**config.mk**
```make
export PLATFORM = sky130hd
export DESIGN_NAME = expandable_leaky_bucket_core
export DESIGN_NICKNAME = d
export VERILOG_FILES = /design/src/sv/elb_pkg.sv /design/src/sv/elb_div.sv /design/src/sv/elb_dp.sv /design/src/sv/elb_ctrl.sv /design/src/sv/expandable_leaky_bucket_core.sv
export SDC_FILE = /design/constraint.sdc
export NUM_CORES = 2
export LEC_CHECK = 0
export BUFFER_PORTS_ARGS = -buffer_cell sky130_fd_sc_hd__buf_4
export CORE_ASPECT_RATIO = 1.5
export CORE_MARGIN = 5
export CORE_UTILIZATION = 35
export CTS_CLUSTER_SIZE = 40
export DETAILED_ROUTE_END_ITERATION = 7
export REMOVE_ABC_BUFFERS = 1
export SETUP_SLACK_MARGIN = 0.05
export SYNTH_ARGS = -nofsm -noshare
export SYNTH_HDL_FRONTEND = slang
export SYNTH_SLANG_ARGS = --single-unit
export TNS_END_PERCENT = 100
```
**constraint.sdc**
```tcl
create_clock -name clk -period 6.6 [get_ports clk]
set_input_delay 1.32 -clock clk [delete_from_list [all_inputs] [get_ports clk]]
set_output_delay 1.32 -clock clk [all_outputs]
set_load 0.005 [all_outputs]
```
**src/sv/elb_pkg.sv**
```systemverilog
package elb_pkg;

	localparam int SIZE_BITS = 16;
	localparam int DIV_W     = 2 * SIZE_BITS;
	localparam int CNT_W     = $clog2(SIZE_BITS + 1);
	localparam int HUND_W    = 14;
	localparam int SECS_W    = 17;
	localparam int HNUM_W    = SIZE_BITS + HUND_W;
	localparam int PCT_W     = SIZE_BITS + 7;

	localparam logic [HUND_W-1:0]    HUND_FULL   = 14'd10000;
	localparam logic [6:0]           NEAR_PCT    = 7'd85;
	localparam logic [6:0]           FULL_PCT    = 7'd100;
	localparam logic [SIZE_BITS-1:0] TOTAL_RESET = 16'd1024;
	localparam logic [SIZE_BITS-1:0] RATE_RESET  = 16'd64;

	localparam logic [1:0] ACT_ADD  = 2'd0;
	localparam logic [1:0] ACT_WAIT = 2'd1;

	localparam logic REG_TOTAL = 1'b0;
	localparam logic REG_RATE  = 1'b1;

	typedef struct packed {
		logic [1:0]           action;
		logic [SIZE_BITS-1:0] amount;
	} elb_in_t;

	typedef struct packed {
		logic                 dropped;
		logic                 expanded_now;
		logic [SIZE_BITS-1:0] fill_level;
		logic [SIZE_BITS-1:0] current_capacity;
		logic [HUND_W-1:0]    fill_hundredths;
		logic [SECS_W-1:0]    seconds_to_empty;
		logic                 near_full;
		logic [SIZE_BITS-1:0] advised_wait;
	} elb_out_t;

	typedef enum logic [1:0] {
		DOP_SECS = 2'd0,
		DOP_ADV  = 2'd1,
		DOP_HUND = 2'd2
	} elb_div_op_t;

	typedef struct packed {
		logic        load_in;
		logic        mul;
		logic        upd;
		logic        prep;
		logic        div_start;
		elb_div_op_t div_op;
		logic        cap_secs;
		logic        cap_adv;
		logic        cap_hund;
		logic        load_out;
	} elb_cmd_t;

	typedef struct packed {
		logic div_done;
		logic out_free;
	} elb_status_t;

endpackage

```
**src/sv/elb_div.sv**
```systemverilog
module elb_div (
	input  logic                          clk,
	input  logic                          arst_n,
	input  logic                          start,
	input  logic [elb_pkg::SIZE_BITS-1:0] divisor,
	input  logic [elb_pkg::SIZE_BITS-1:0] rem_init,
	input  logic [elb_pkg::DIV_W-1:0]     dividend,
	input  logic [elb_pkg::CNT_W-1:0]     iters,
	output logic                          done,
	output logic [elb_pkg::DIV_W-1:0]     quotient
);
	import elb_pkg::*;

	logic                 busy_q;
	logic                 done_q;
	logic [CNT_W-1:0]     cnt_q;
	logic [SIZE_BITS-1:0] rem_q;
	logic [SIZE_BITS-1:0] div_q;
	logic [DIV_W-1:0]     sh_q;
	logic [SIZE_BITS:0]   trial;
	logic [SIZE_BITS:0]   diff;
	logic                 ge;

	// One restoring step a cycle; quotient bits shift in behind the dividend bits.
	assign trial = {rem_q, sh_q[DIV_W-1]};
	assign ge    = trial >= {1'b0, div_q};
	assign diff  = trial - {1'b0, div_q};

	always_ff @(posedge clk or negedge arst_n) begin
		if (!arst_n) begin
			busy_q <= 1'b0;
			cnt_q  <= '0;
			done_q <= 1'b0;
		end else begin
			done_q <= !start && busy_q && (cnt_q == CNT_W'(1));
			if (start) begin
				busy_q <= 1'b1;
				cnt_q  <= iters;
			end else if (busy_q) begin
				cnt_q <= cnt_q - CNT_W'(1);
				if (cnt_q == CNT_W'(1)) begin
					busy_q <= 1'b0;
				end
			end
		end
	end

	always_ff @(posedge clk) begin
		if (start) begin
			rem_q <= rem_init;
			sh_q  <= dividend;
			div_q <= divisor;
		end else if (busy_q) begin
			rem_q <= ge ? diff[SIZE_BITS-1:0] : trial[SIZE_BITS-1:0];
			sh_q  <= {sh_q[DIV_W-2:0], ge};
		end
	end

	assign done     = done_q;
	assign quotient = sh_q;

endmodule

```
**src/sv/elb_dp.sv**
```systemverilog
module elb_dp (
	input  logic                          clk,
	input  logic                          arst_n,
	input  elb_pkg::elb_cmd_t             cmd,
	output elb_pkg::elb_status_t          status,
	input  elb_pkg::elb_in_t              in_data,
	output logic                          out_valid,
	input  logic                          out_ready,
	output elb_pkg::elb_out_t             out_data,
	input  logic                          cfg_we,
	input  logic                          cfg_index,
	input  logic [elb_pkg::SIZE_BITS-1:0] cfg_data
);
	import elb_pkg::*;

	logic [SIZE_BITS-1:0] total_q;
	logic [SIZE_BITS-1:0] rate_q;
	logic [SIZE_BITS-1:0] fill_q;
	logic [SIZE_BITS-1:0] cap_q;
	logic [1:0]           action_q;
	logic [SIZE_BITS-1:0] amount_q;
	logic [DIV_W-1:0]     prod_q;
	logic                 dropped_q;
	logic                 grew_q;
	logic [HNUM_W-1:0]    hnum_q;
	logic                 near_q;
	logic                 adv_ok_q;
	logic [SIZE_BITS-1:0] halfdiff_q;
	logic [SECS_W-1:0]    secs_q;
	logic [SIZE_BITS-1:0] adv_q;
	logic [HUND_W-1:0]    hund_q;
	logic                 out_valid_q;
	elb_out_t             out_q;

	logic [SIZE_BITS-1:0] room;
	logic [SIZE_BITS-1:0] troom;
	logic [SIZE_BITS:0]   sum;
	logic [SIZE_BITS-1:0] half_total;
	logic [SIZE_BITS-1:0] half_cap;
	logic [SIZE_BITS-1:0] nf_add;
	logic [SIZE_BITS-1:0] nf_add_dr;
	logic [SIZE_BITS-1:0] nf_wait;
	logic                 fits_base;
	logic                 fits_total;
	logic                 near;

	logic [SIZE_BITS-1:0] div_divisor;
	logic [SIZE_BITS-1:0] div_rem0;
	logic [DIV_W-1:0]     div_dividend;
	logic [CNT_W-1:0]     div_iters;
	logic                 div_done;
	logic [DIV_W-1:0]     div_quot;

	// Configuration registers; a zero leak rate is refused.
	always_ff @(posedge clk or negedge arst_n) begin
		if (!arst_n) begin
			total_q <= TOTAL_RESET;
			rate_q  <= RATE_RESET;
		end else if (cfg_we) begin
			case (cfg_index)
				REG_TOTAL: total_q <= cfg_data;
				REG_RATE: begin
					if (cfg_data != '0) begin
						rate_q <= cfg_data;
					end
				end
				default: ;
			endcase
		end
	end

	assign room       = (cap_q > fill_q) ? cap_q - fill_q : '0;
	assign troom      = (total_q > fill_q) ? total_q - fill_q : '0;
	assign sum        = {1'b0, fill_q} + {1'b0, amount_q};
	assign fits_base  = amount_q <= room;
	assign fits_total = amount_q <= troom;
	assign nf_add     = (fits_base || fits_total) ? sum[SIZE_BITS-1:0] : fill_q;
	assign nf_add_dr  = (rate_q >= nf_add) ? '0 : nf_add - rate_q;
	assign nf_wait    = (prod_q >= DIV_W'(fill_q)) ? '0 : fill_q - prod_q[SIZE_BITS-1:0];
	assign half_total = total_q >> 1;
	assign half_cap   = cap_q >> 1;
	assign near       = (PCT_W'(fill_q) * PCT_W'(FULL_PCT)) >= (PCT_W'(cap_q) * PCT_W'(NEAR_PCT));

	// Bucket state.
	always_ff @(posedge clk or negedge arst_n) begin
		if (!arst_n) begin
			fill_q <= '0;
			cap_q  <= TOTAL_RESET >> 1;
		end else if (cmd.upd) begin
			case (action_q)
				ACT_ADD: begin
					fill_q <= nf_add_dr;
					if (!fits_base && fits_total) begin
						cap_q <= total_q;
					end
				end
				ACT_WAIT: begin
					fill_q <= nf_wait;
					// Shrink back to the base only while expanded.
					if (nf_wait < half_total && cap_q > half_total) begin
						cap_q <= half_total;
					end
				end
				default: ;
			endcase
		end
	end

	always_ff @(posedge clk) begin
		if (cmd.load_in) begin
			action_q <= in_data.action;
			amount_q <= in_data.amount;
		end
		if (cmd.mul) begin
			prod_q <= DIV_W'(rate_q) * DIV_W'(amount_q);
		end
		if (cmd.upd) begin
			dropped_q <= (action_q == ACT_ADD) && !fits_base && !fits_total;
			grew_q    <= (action_q == ACT_ADD) && !fits_base && fits_total;
		end
		if (cmd.prep) begin
			hnum_q     <= HNUM_W'(fill_q) * HNUM_W'(HUND_FULL);
			near_q     <= near;
			adv_ok_q   <= near && (fill_q >= half_cap);
			halfdiff_q <= fill_q - half_cap;
		end
		if (cmd.cap_secs) begin
			secs_q <= (fill_q == '0) ? '0
				: SECS_W'(div_quot[SIZE_BITS-1:0]) + SECS_W'(1);
		end
		if (cmd.cap_adv) begin
			adv_q <= adv_ok_q ? div_quot[SIZE_BITS-1:0] : '0;
		end
		if (cmd.cap_hund) begin
			if (cap_q == '0) begin
				hund_q <= (fill_q != '0) ? HUND_FULL : '0;
			end else if (fill_q >= cap_q) begin
				hund_q <= HUND_FULL;
			end else begin
				hund_q <= div_quot[HUND_W-1:0];
			end
		end
	end

	// Operand selection for the shared divider. The percentage quotient is
	// below 2^HUND_W whenever it is used, so only its low bits are iterated.
	always_comb begin
		case (cmd.div_op)
			DOP_ADV: begin
				div_divisor  = rate_q;
				div_rem0     = '0;
				div_dividend = {halfdiff_q, {SIZE_BITS{1'b0}}};
				div_iters    = CNT_W'(SIZE_BITS);
			end
			DOP_HUND: begin
				div_divisor  = cap_q;
				div_rem0     = hnum_q[HNUM_W-1:HUND_W];
				div_dividend = {hnum_q[HUND_W-1:0], {(DIV_W-HUND_W){1'b0}}};
				div_iters    = CNT_W'(HUND_W);
			end
			default: begin
				div_divisor  = rate_q;
				div_rem0     = '0;
				div_dividend = {fill_q, {SIZE_BITS{1'b0}}};
				div_iters    = CNT_W'(SIZE_BITS);
			end
		endcase
	end

	elb_div u_div (
		.clk      (clk),
		.arst_n   (arst_n),
		.start    (cmd.div_start),
		.divisor  (div_divisor),
		.rem_init (div_rem0),
		.dividend (div_dividend),
		.iters    (div_iters),
		.done     (div_done),
		.quotient (div_quot)
	);

	// Output register: holds a finished item until the consumer takes it.
	always_ff @(posedge clk or negedge arst_n) begin
		if (!arst_n) begin
			out_valid_q <= 1'b0;
		end else if (cmd.load_out) begin
			out_valid_q <= 1'b1;
		end else if (out_ready) begin
			out_valid_q <= 1'b0;
		end
	end

	always_ff @(posedge clk) begin
		if (cmd.load_out) begin
			out_q.dropped          <= dropped_q;
			out_q.expanded_now     <= grew_q;
			out_q.fill_level       <= fill_q;
			out_q.current_capacity <= cap_q;
			out_q.fill_hundredths  <= hund_q;
			out_q.seconds_to_empty <= secs_q;
			out_q.near_full        <= near_q;
			out_q.advised_wait     <= adv_q;
		end
	end

	assign status.div_done = div_done;
	assign status.out_free = !out_valid_q || out_ready;
	assign out_valid       = out_valid_q;
	assign out_data        = out_q;

endmodule

```
**src/sv/elb_ctrl.sv**
```systemverilog
module elb_ctrl (
	input  logic                 clk,
	input  logic                 arst_n,
	input  logic                 in_valid,
	output logic                 in_ready,
	input  elb_pkg::elb_status_t status,
	output elb_pkg::elb_cmd_t    cmd
);
	import elb_pkg::*;

	typedef enum logic [10:0] {
		ST_IDLE     = 11'b000_0000_0001,
		ST_MUL      = 11'b000_0000_0010,
		ST_UPD      = 11'b000_0000_0100,
		ST_PREP     = 11'b000_0000_1000,
		ST_SECS_GO  = 11'b000_0001_0000,
		ST_SECS_RUN = 11'b000_0010_0000,
		ST_ADV_GO   = 11'b000_0100_0000,
		ST_ADV_RUN  = 11'b000_1000_0000,
		ST_HUND_GO  = 11'b001_0000_0000,
		ST_HUND_RUN = 11'b010_0000_0000,
		ST_DONE     = 11'b100_0000_0000
	} elb_state_t;

	elb_state_t state_q;
	elb_state_t state_nxt;

	always_ff @(posedge clk or negedge arst_n) begin
		if (!arst_n) begin
			state_q <= ST_IDLE;
		end else begin
			state_q <= state_nxt;
		end
	end

	always_comb begin
		state_nxt = state_q;
		cmd       = '0;
		cmd.div_op = DOP_SECS;
		case (state_q)
			ST_IDLE: begin
				if (in_valid) begin
					cmd.load_in = 1'b1;
					state_nxt   = ST_MUL;
				end
			end
			ST_MUL: begin
				cmd.mul   = 1'b1;
				state_nxt = ST_UPD;
			end
			ST_UPD: begin
				cmd.upd   = 1'b1;
				state_nxt = ST_PREP;
			end
			ST_PREP: begin
				cmd.prep  = 1'b1;
				state_nxt = ST_SECS_GO;
			end
			ST_SECS_GO: begin
				cmd.div_start = 1'b1;
				state_nxt     = ST_SECS_RUN;
			end
			ST_SECS_RUN: begin
				if (status.div_done) begin
					cmd.cap_secs = 1'b1;
					state_nxt    = ST_ADV_GO;
				end
			end
			ST_ADV_GO: begin
				cmd.div_op    = DOP_ADV;
				cmd.div_start = 1'b1;
				state_nxt     = ST_ADV_RUN;
			end
			ST_ADV_RUN: begin
				cmd.div_op = DOP_ADV;
				if (status.div_done) begin
					cmd.cap_adv = 1'b1;
					state_nxt   = ST_HUND_GO;
				end
			end
			ST_HUND_GO: begin
				cmd.div_op    = DOP_HUND;
				cmd.div_start = 1'b1;
				state_nxt     = ST_HUND_RUN;
			end
			ST_HUND_RUN: begin
				cmd.div_op = DOP_HUND;
				if (status.div_done) begin
					cmd.cap_hund = 1'b1;
					state_nxt    = ST_DONE;
				end
			end
			ST_DONE: begin
				if (status.out_free) begin
					cmd.load_out = 1'b1;
					state_nxt    = ST_IDLE;
				end
			end
			default: begin
				state_nxt = ST_IDLE;
			end
		endcase
	end

	assign in_ready = (state_q == ST_IDLE);

endmodule

```
**src/sv/expandable_leaky_bucket_core.sv**
```systemverilog
// A finished result waits to enter the output register while the previous result
// has not yet been taken; a new item is accepted only after the last one's result is loaded there.
// Each item takes three passes through the shared
// one-bit-per-cycle divider (16, 16 and 14 steps) plus the update sequence.
// Reset (arst_n low): fill 0, capacity 512, total capacity 1024, leak rate 64.
module expandable_leaky_bucket_core (
	input  logic                          clk,
	input  logic                          arst_n,
	input  logic                          in_valid,
	output logic                          in_ready,
	input  elb_pkg::elb_in_t              in_data,
	output logic                          out_valid,
	input  logic                          out_ready,
	output elb_pkg::elb_out_t             out_data,
	input  logic                          cfg_we,
	input  logic                          cfg_index,
	input  logic [elb_pkg::SIZE_BITS-1:0] cfg_data
);
	import elb_pkg::*;

	elb_cmd_t    cmd;
	elb_status_t status;

	elb_ctrl u_ctrl (
		.clk      (clk),
		.arst_n   (arst_n),
		.in_valid (in_valid),
		.in_ready (in_ready),
		.status   (status),
		.cmd      (cmd)
	);

	elb_dp u_dp (
		.clk       (clk),
		.arst_n    (arst_n),
		.cmd       (cmd),
		.status    (status),
		.in_data   (in_data),
		.out_valid (out_valid),
		.out_ready (out_ready),
		.out_data  (out_data),
		.cfg_we    (cfg_we),
		.cfg_index (cfg_index),
		.cfg_data  (cfg_data)
	);

endmodule
```
# Word-level counts from Yosys, hierarchy flattened
# Cells that the tools add are included.
# W data, S select, Z words.
# word_totals
in_bits	40
out_inout_bits	84
reg_bits	372
# op_classes
n_mul	4
order_cmp	12
reduce_logical	30
muxes	47
bitwise	1
n_eq_ne	22
n_addsub	9
# ops
operator	n
$mux W16	12
$pmux W11 S11	1
$sub A16 B16 Y16	5
$mux W32	2
$pmux W16 S2	2
$pmux W32 S2	1
$mux W11	5
$mux W14	3
$ge A16 B16 Y1	2
$ge A32 B16 Y1	1
$gt A16 B16 Y1	2
$le A16 B16 Y1	2
$logic_not A16 Y1	2
$mul A16 B16 Y32	1
$reduce_bool A16 Y1	2
$mul A16 B10 Y26 const B	1
$ge A23 B23 Y1	1
$mul A16 B7 Y23 const B	1
$mul A16 B5 Y21 const B	1
$add A16 B1 Y17 const B	1
$ge A17 B16 Y1	1
$mux W1	17
$add A16 B16 Y16	1
$ge A16 B15 Y1	1
other kinds (34)	57

# Longest topological paths before layout
# depth
word_depth	8
ltp_mapped	36
mapped_depth_nobuf	32

# Modules after synthesis
# From an unflattened synthesis, not the netlist that was laid out.
# hier_totals
cells_unflattened	3710
area_unflattened_um2	36463.7
# modules_own_cells
mod	cells_per_inst	area_each_um2	instances	seq_area_each_um2
elb_dp	3319	31864.3	1	8386.8
elb_div	306	3849.9	1	2097.0
elb_ctrl	85	749.5	1	276.5

# Least setup slack after synthesis
# Ideal clock, no wire load.
# synth_timing
path_kind	register -> register
startpoint	reg u_dp.fill_q[1]
endpoint	reg u_dp.fill_q[8]
stages_incl_launch_ff	33
arrival_time_ps	6966
period_less_slack_ps	7106
setup_slack_ps	-506
path_buffers	4
required_time_ps	6460
path_cell_list	dfrtp_1 > inv_1 > fa_1 > a21o_1 > a21oi_1 > o21bai_1 > a31o_2 > a41oi_1 > a21oi_1 > o21a_1 > clkbuf_1 > nand2_1 > ha_1 > a21o_1 > a21o_1 > a21oi_1 > o21ai_0 > o21ai_0 > nor2_1 > clkbuf_1 > clkbuf_1 > a21oi_1 > ha_1 > nor2b_1 > o31a_1 > o211ai_1 > a21oi_1 > a2111oi_0 > o31ai_1 > and2_1 > clkbuf_1 > a221oi_1 > a21oi_1
# synth_via
elab_chain_len	8
word_cells_on_any_way	18
classes_between	5 x add/sub; 6 x order compare; 6 x mux; 1 x reduce/logical
# synth_rtl
element	line	rtl
from (decl)	elb_dp.sv:18	logic [SIZE_BITS-1:0] fill_q;
from (signal assigned)	elb_dp.sv:92	fill_q <= nf_add_dr;
from (signal assigned)	elb_dp.sv:98	fill_q <= nf_wait;
$sub A16 B16 Y16, or another cell as far along	elb_dp.sv:72	assign room = (cap_q > fill_q) ? cap_q - fill_q : '0;
$mux W16 (on tied branches)	elb_dp.sv:72, elb_dp.sv:73	
$le A16 B16 Y1 (on tied branches)	elb_dp.sv:75, elb_dp.sv:76	
$logic_or A1 B1 Y1	elb_dp.sv:77	assign nf_add = (fits_base || fits_total) ? sum[SIZE_BITS-1:0] : fill_q;
$mux W16	elb_dp.sv:77	
$sub A16 B16 Y16 or $ge A16 B16 Y1 (tied branches)	elb_dp.sv:78	assign nf_add_dr = (rate_q >= nf_add) ? '0 : nf_add - rate_q;
$mux W16	elb_dp.sv:78	
$pmux W16 S2 *	elb_dp.sv:90	case (action_q)
# Every way passes the cells marked *; elsewhere a longest branch is shown, timed or not.
# A chain may end at the register's enable or synchronous reset.

# Final worst setup path
# layout_timing
startpoint	reg u_dp.cap_q[0]
endpoint	reg u_dp.fill_q[8]
# layout_via
elab_chain_len	8
word_cells_on_any_way	10
classes_between	2 x add/sub; 3 x order compare; 4 x mux; 1 x reduce/logical
# layout_rtl
element	line	rtl
from (decl)	elb_dp.sv:19	logic [SIZE_BITS-1:0] cap_q;
from (signal assigned)	elb_dp.sv:88	cap_q <= TOTAL_RESET >> 1;
from (signal assigned)	elb_dp.sv:94	cap_q <= total_q;
from (signal assigned)	elb_dp.sv:101	cap_q <= half_total;
$sub A16 B16 Y16 or $gt A16 B16 Y1 (tied branches)	elb_dp.sv:72	
$mux W16 *	elb_dp.sv:72	
$le A16 B16 Y1 *	elb_dp.sv:75	assign fits_base = amount_q <= room;
$logic_or A1 B1 Y1 *	elb_dp.sv:77	
$mux W16 *	elb_dp.sv:77	
$sub A16 B16 Y16 or $ge A16 B16 Y1 (tied branches)	elb_dp.sv:78	
$mux W16 *	elb_dp.sv:78	
$pmux W16 S2 *	elb_dp.sv:90	
# Marked as above.

==> results.cfg <==
[worst_setup_path]
slowest_stage = fa_1
crit_path_end_kind = flip-flop
timing.rr.start = u_dp.cap_q[0]$_DFFE_PN0P_
cpMostUsedCell = buf_4
critical-path-top-delay-family = compound AO/OA/AOI/OAI gates
start_kind = flip-flop
cp-startpoint = u_dp.cap_q[0]$_DFFE_PN0P_
required_ns = 7.07
slowest_delay_ns = 0.39
critPathBufInv = 9
critPathKind = reg2reg
cp.arrival_ns = 6.80
path_max_fanout = 8

[timing]
timing.fmax_mhz = 158
tns_ns = 0
hold_slack_ns = 0.415
final-hold-violation-count = 0
relSlewSlack_pct = 21.8
setup_viol = 0
fin_worst_skew_ns = 0.0323
period_needed_ns = 6.33
worstMarginPinSlew_ns = 1.17
slew_viol_final = 0
rsz0062_at_grt = yes
fin_crit_sh_pct = 96.0

[job]
maxCapViolCount = 0

[global_routing]
track_usage_pct = 20.8
antenna_found_initial = 3
grt_pass1_wl_um = 175000
grt_pass1_vias = 29500
overflow = 0
grt_max_degree = 84

[detailed_routing]
routed_wl_um = 115000
routedWlPerCell_um = 21.6
vias = 28400
ant_nets = 0
drtPass1Iterations = 5
vias_per_cell = 5.31
drt-initial-drc-count = 1719
drcViolationCount = 0

[clock_network]
clkTransAtPathRegs_ns = 0.06
clock_path_buffers = 3
insertion_delay_ns = 0.60
cts_tree = done
clock_sinks = 372
cts_buffers = 41
htree_num_levels = 2
cts_hold_buf = 0
root_buffer = clkbuf_16

[die]
row_count = 144
io_pins = 124
die_x_um = 272
die_h_um = 403
start_util_pct = 35.2
dieArea_um2 = 110000
coreArea_um2 = 103000

[synth]
avgSynthCellArea_um2 = 9.78
syn_area_um2 = 36100
synth_edf_count = 289
yosysUniqueCellTypes = 83
ys_seq_area_share_pct = 29.8
synth-seq-cells = 372
syn_inst = 3692
async_flop_share_pct = 22.3
synth.yosys.warnings = 0
ys.flop_type = edfxtp_1

[layout]
final-seq-area_um2 = 10800
nFillCells = 10000
area_growth_pct = 16.2
multi_input_comb_area_um2 = 23200
drive_gt1_share_pct = 14.0
nNetsFinal = 4815

[hold_path]
hp-class = reg2reg
min-delay-start = u_dp.adv_q[3]$_SDFFCE_PN0P_

[outcome]
status = complete, no violations

[placed_design]
portBuffers = 123
gp_congestion = 0.949
dp_hpwl_um = 92000
[layout by cell type, fill, tap and decap left out, types with 26 or more instances in the layout]
master / Yosys / layout
a21o_1: 87 / 87
a21oi_1: 181 / 171
and2_1: 127 / 126
and3_1: 26 / 26
buf_4: 1 / 362
clkbuf_16: 0 / 42
dfrtp_1: 79 / 78
edfxtp_1: 289 / 289
fa_1: 271 / 269
ha_1: 502 / 493
inv_1: 578 / 576
nand2_1: 379 / 375
nand2b_1: 27 / 27
nand3_1: 54 / 53
nand4_1: 41 / 41
nor2_1: 135 / 132
nor2b_1: 36 / 34
nor3_1: 51 / 50
o21a_1: 43 / 42
o21ai_0: 171 / 161
xnor2_1: 109 / 108
xor2_1: 61 / 61
[flip-flops by register name, indices dropped and copies added, names as in the netlist, 17 cells and up]
register	cells
u_dp.out_data	82
u_dp.u_div.quotient	32
u_dp.hnum_q	26
u_dp.secs_q	17
u_dp.prod_q	32
[layer usage]
metal	share of wire [%]	global-route usage (%)	vias to the layer above
met5	0.011	0	-
met4	6.9	11.5	2
met3	5.0	2.91	346
met2	52	38.5	813
met1	36	22.8	14000
li1	-	-	13300
[kinds of logic (layout without fill, tap and decap cells)]
group / Yosys count / after routing / share of synthesized area (%)
simple gates: 983 / 983 / 13.4
fa+ha+maj: 773 / 773 / 32.4
compound gates: 705 / 705 / 12.8
buf+inv: 680 / 1023 / 7.14
flops: 372 / 372 / 29.8
xor+xnor: 170 / 170 / 4.13
mux: 9 / 9 / 0.270
other cells: 0 / 1 / 0
[through the flow]
stage	instance area [µm²]	cells	worst slack [ns]	utilization [%]
2_1_floorplan	35700	3590	-0.733	-
3_3_place_gp	39900	5240	-0.515	38.9
3_5_place_dp	39900	5240	-0.615	38.9
4_1_cts	41600	5336	0.0501	40.5
5_1_grt	41900	5349	-0.0527	40.9
6_report	41900	5350	0.266	40.9
[layout make-up]
cell class	count	share of cell area [%]
well taps	1314	3.92
diodes	1	0.00597
flip-flops and latches	372	25.7
multi-input cells	2640	55.2
repair buffers	369	6.69
clock inverters	26	0.695
inverters	578	5.17
clock buffers	50	2.63
[cells in the mapped netlist (9+ instances only)]
library cell	n	share of area, %
a21o_1	87	1.8
nor4_1	26	0.45
and3_1	26	0.45
nand4_1	41	0.71
o211ai_1	21	0.44
inv_1	578	6.0
or3_1	22	0.38
fa_1	271	15
o21ai_0	171	2.4
a22oi_1	13	0.27
ha_1	502	17
nor3b_1	9	0.19
edfxtp_1	289	24
nor2b_1	36	0.62
a221oi_2	10	0.42
nand3_1	54	0.75
nand2_1	379	3.9
dfrtp_1	79	5.5
a2bb2oi_1	9	0.22
o32ai_1	15	0.36
a21oi_1	181	2.5
nand2b_1	27	0.47
a31oi_1	25	0.43
and2_1	127	2.2
xor2_1	61	1.5
nor2_1	135	1.4
xnor2_1	109	2.6
or2_2	14	0.24
clkbuf_1	86	0.89
o21bai_1	16	0.33
o21a_1	43	0.89
a211oi_1	14	0.29
a221oi_1	16	0.39
nor3_1	51	0.71
o31ai_1	9	0.19
[path summary, 6_finish.rpt]
check	depth (start not counted)	slack, ns	endpoint
max	37	0.27	u_dp.fill_q[8]$_DFFE_PN0P_
min	0	0.42	u_dp.out_data[3]$_DFFE_PP_
max reg2reg	37	0.27	u_dp.fill_q[8]$_DFFE_PN0P_
min reg2reg	0	0.42	u_dp.out_data[3]$_DFFE_PP_
max in group asynchronous	2	4.71	u_dp.rate_q[2]$_DFFE_PN0P_
min in group asynchronous	1	0.60	u_dp.u_div.cnt_q[0]$_DFFE_PN0P_
[what timing repair did]
action / 4_1_cts / 5_1_grt
pin swaps: 17 / 43
resized for setup: 30 / 60
endpoints found under the setup margin: 21 / 25
setup buffers: 20 / 14
Power is left out: the tool's default activity adds up to more than one toggle a clock period on the data nets, which glitch-free logic cannot reach.
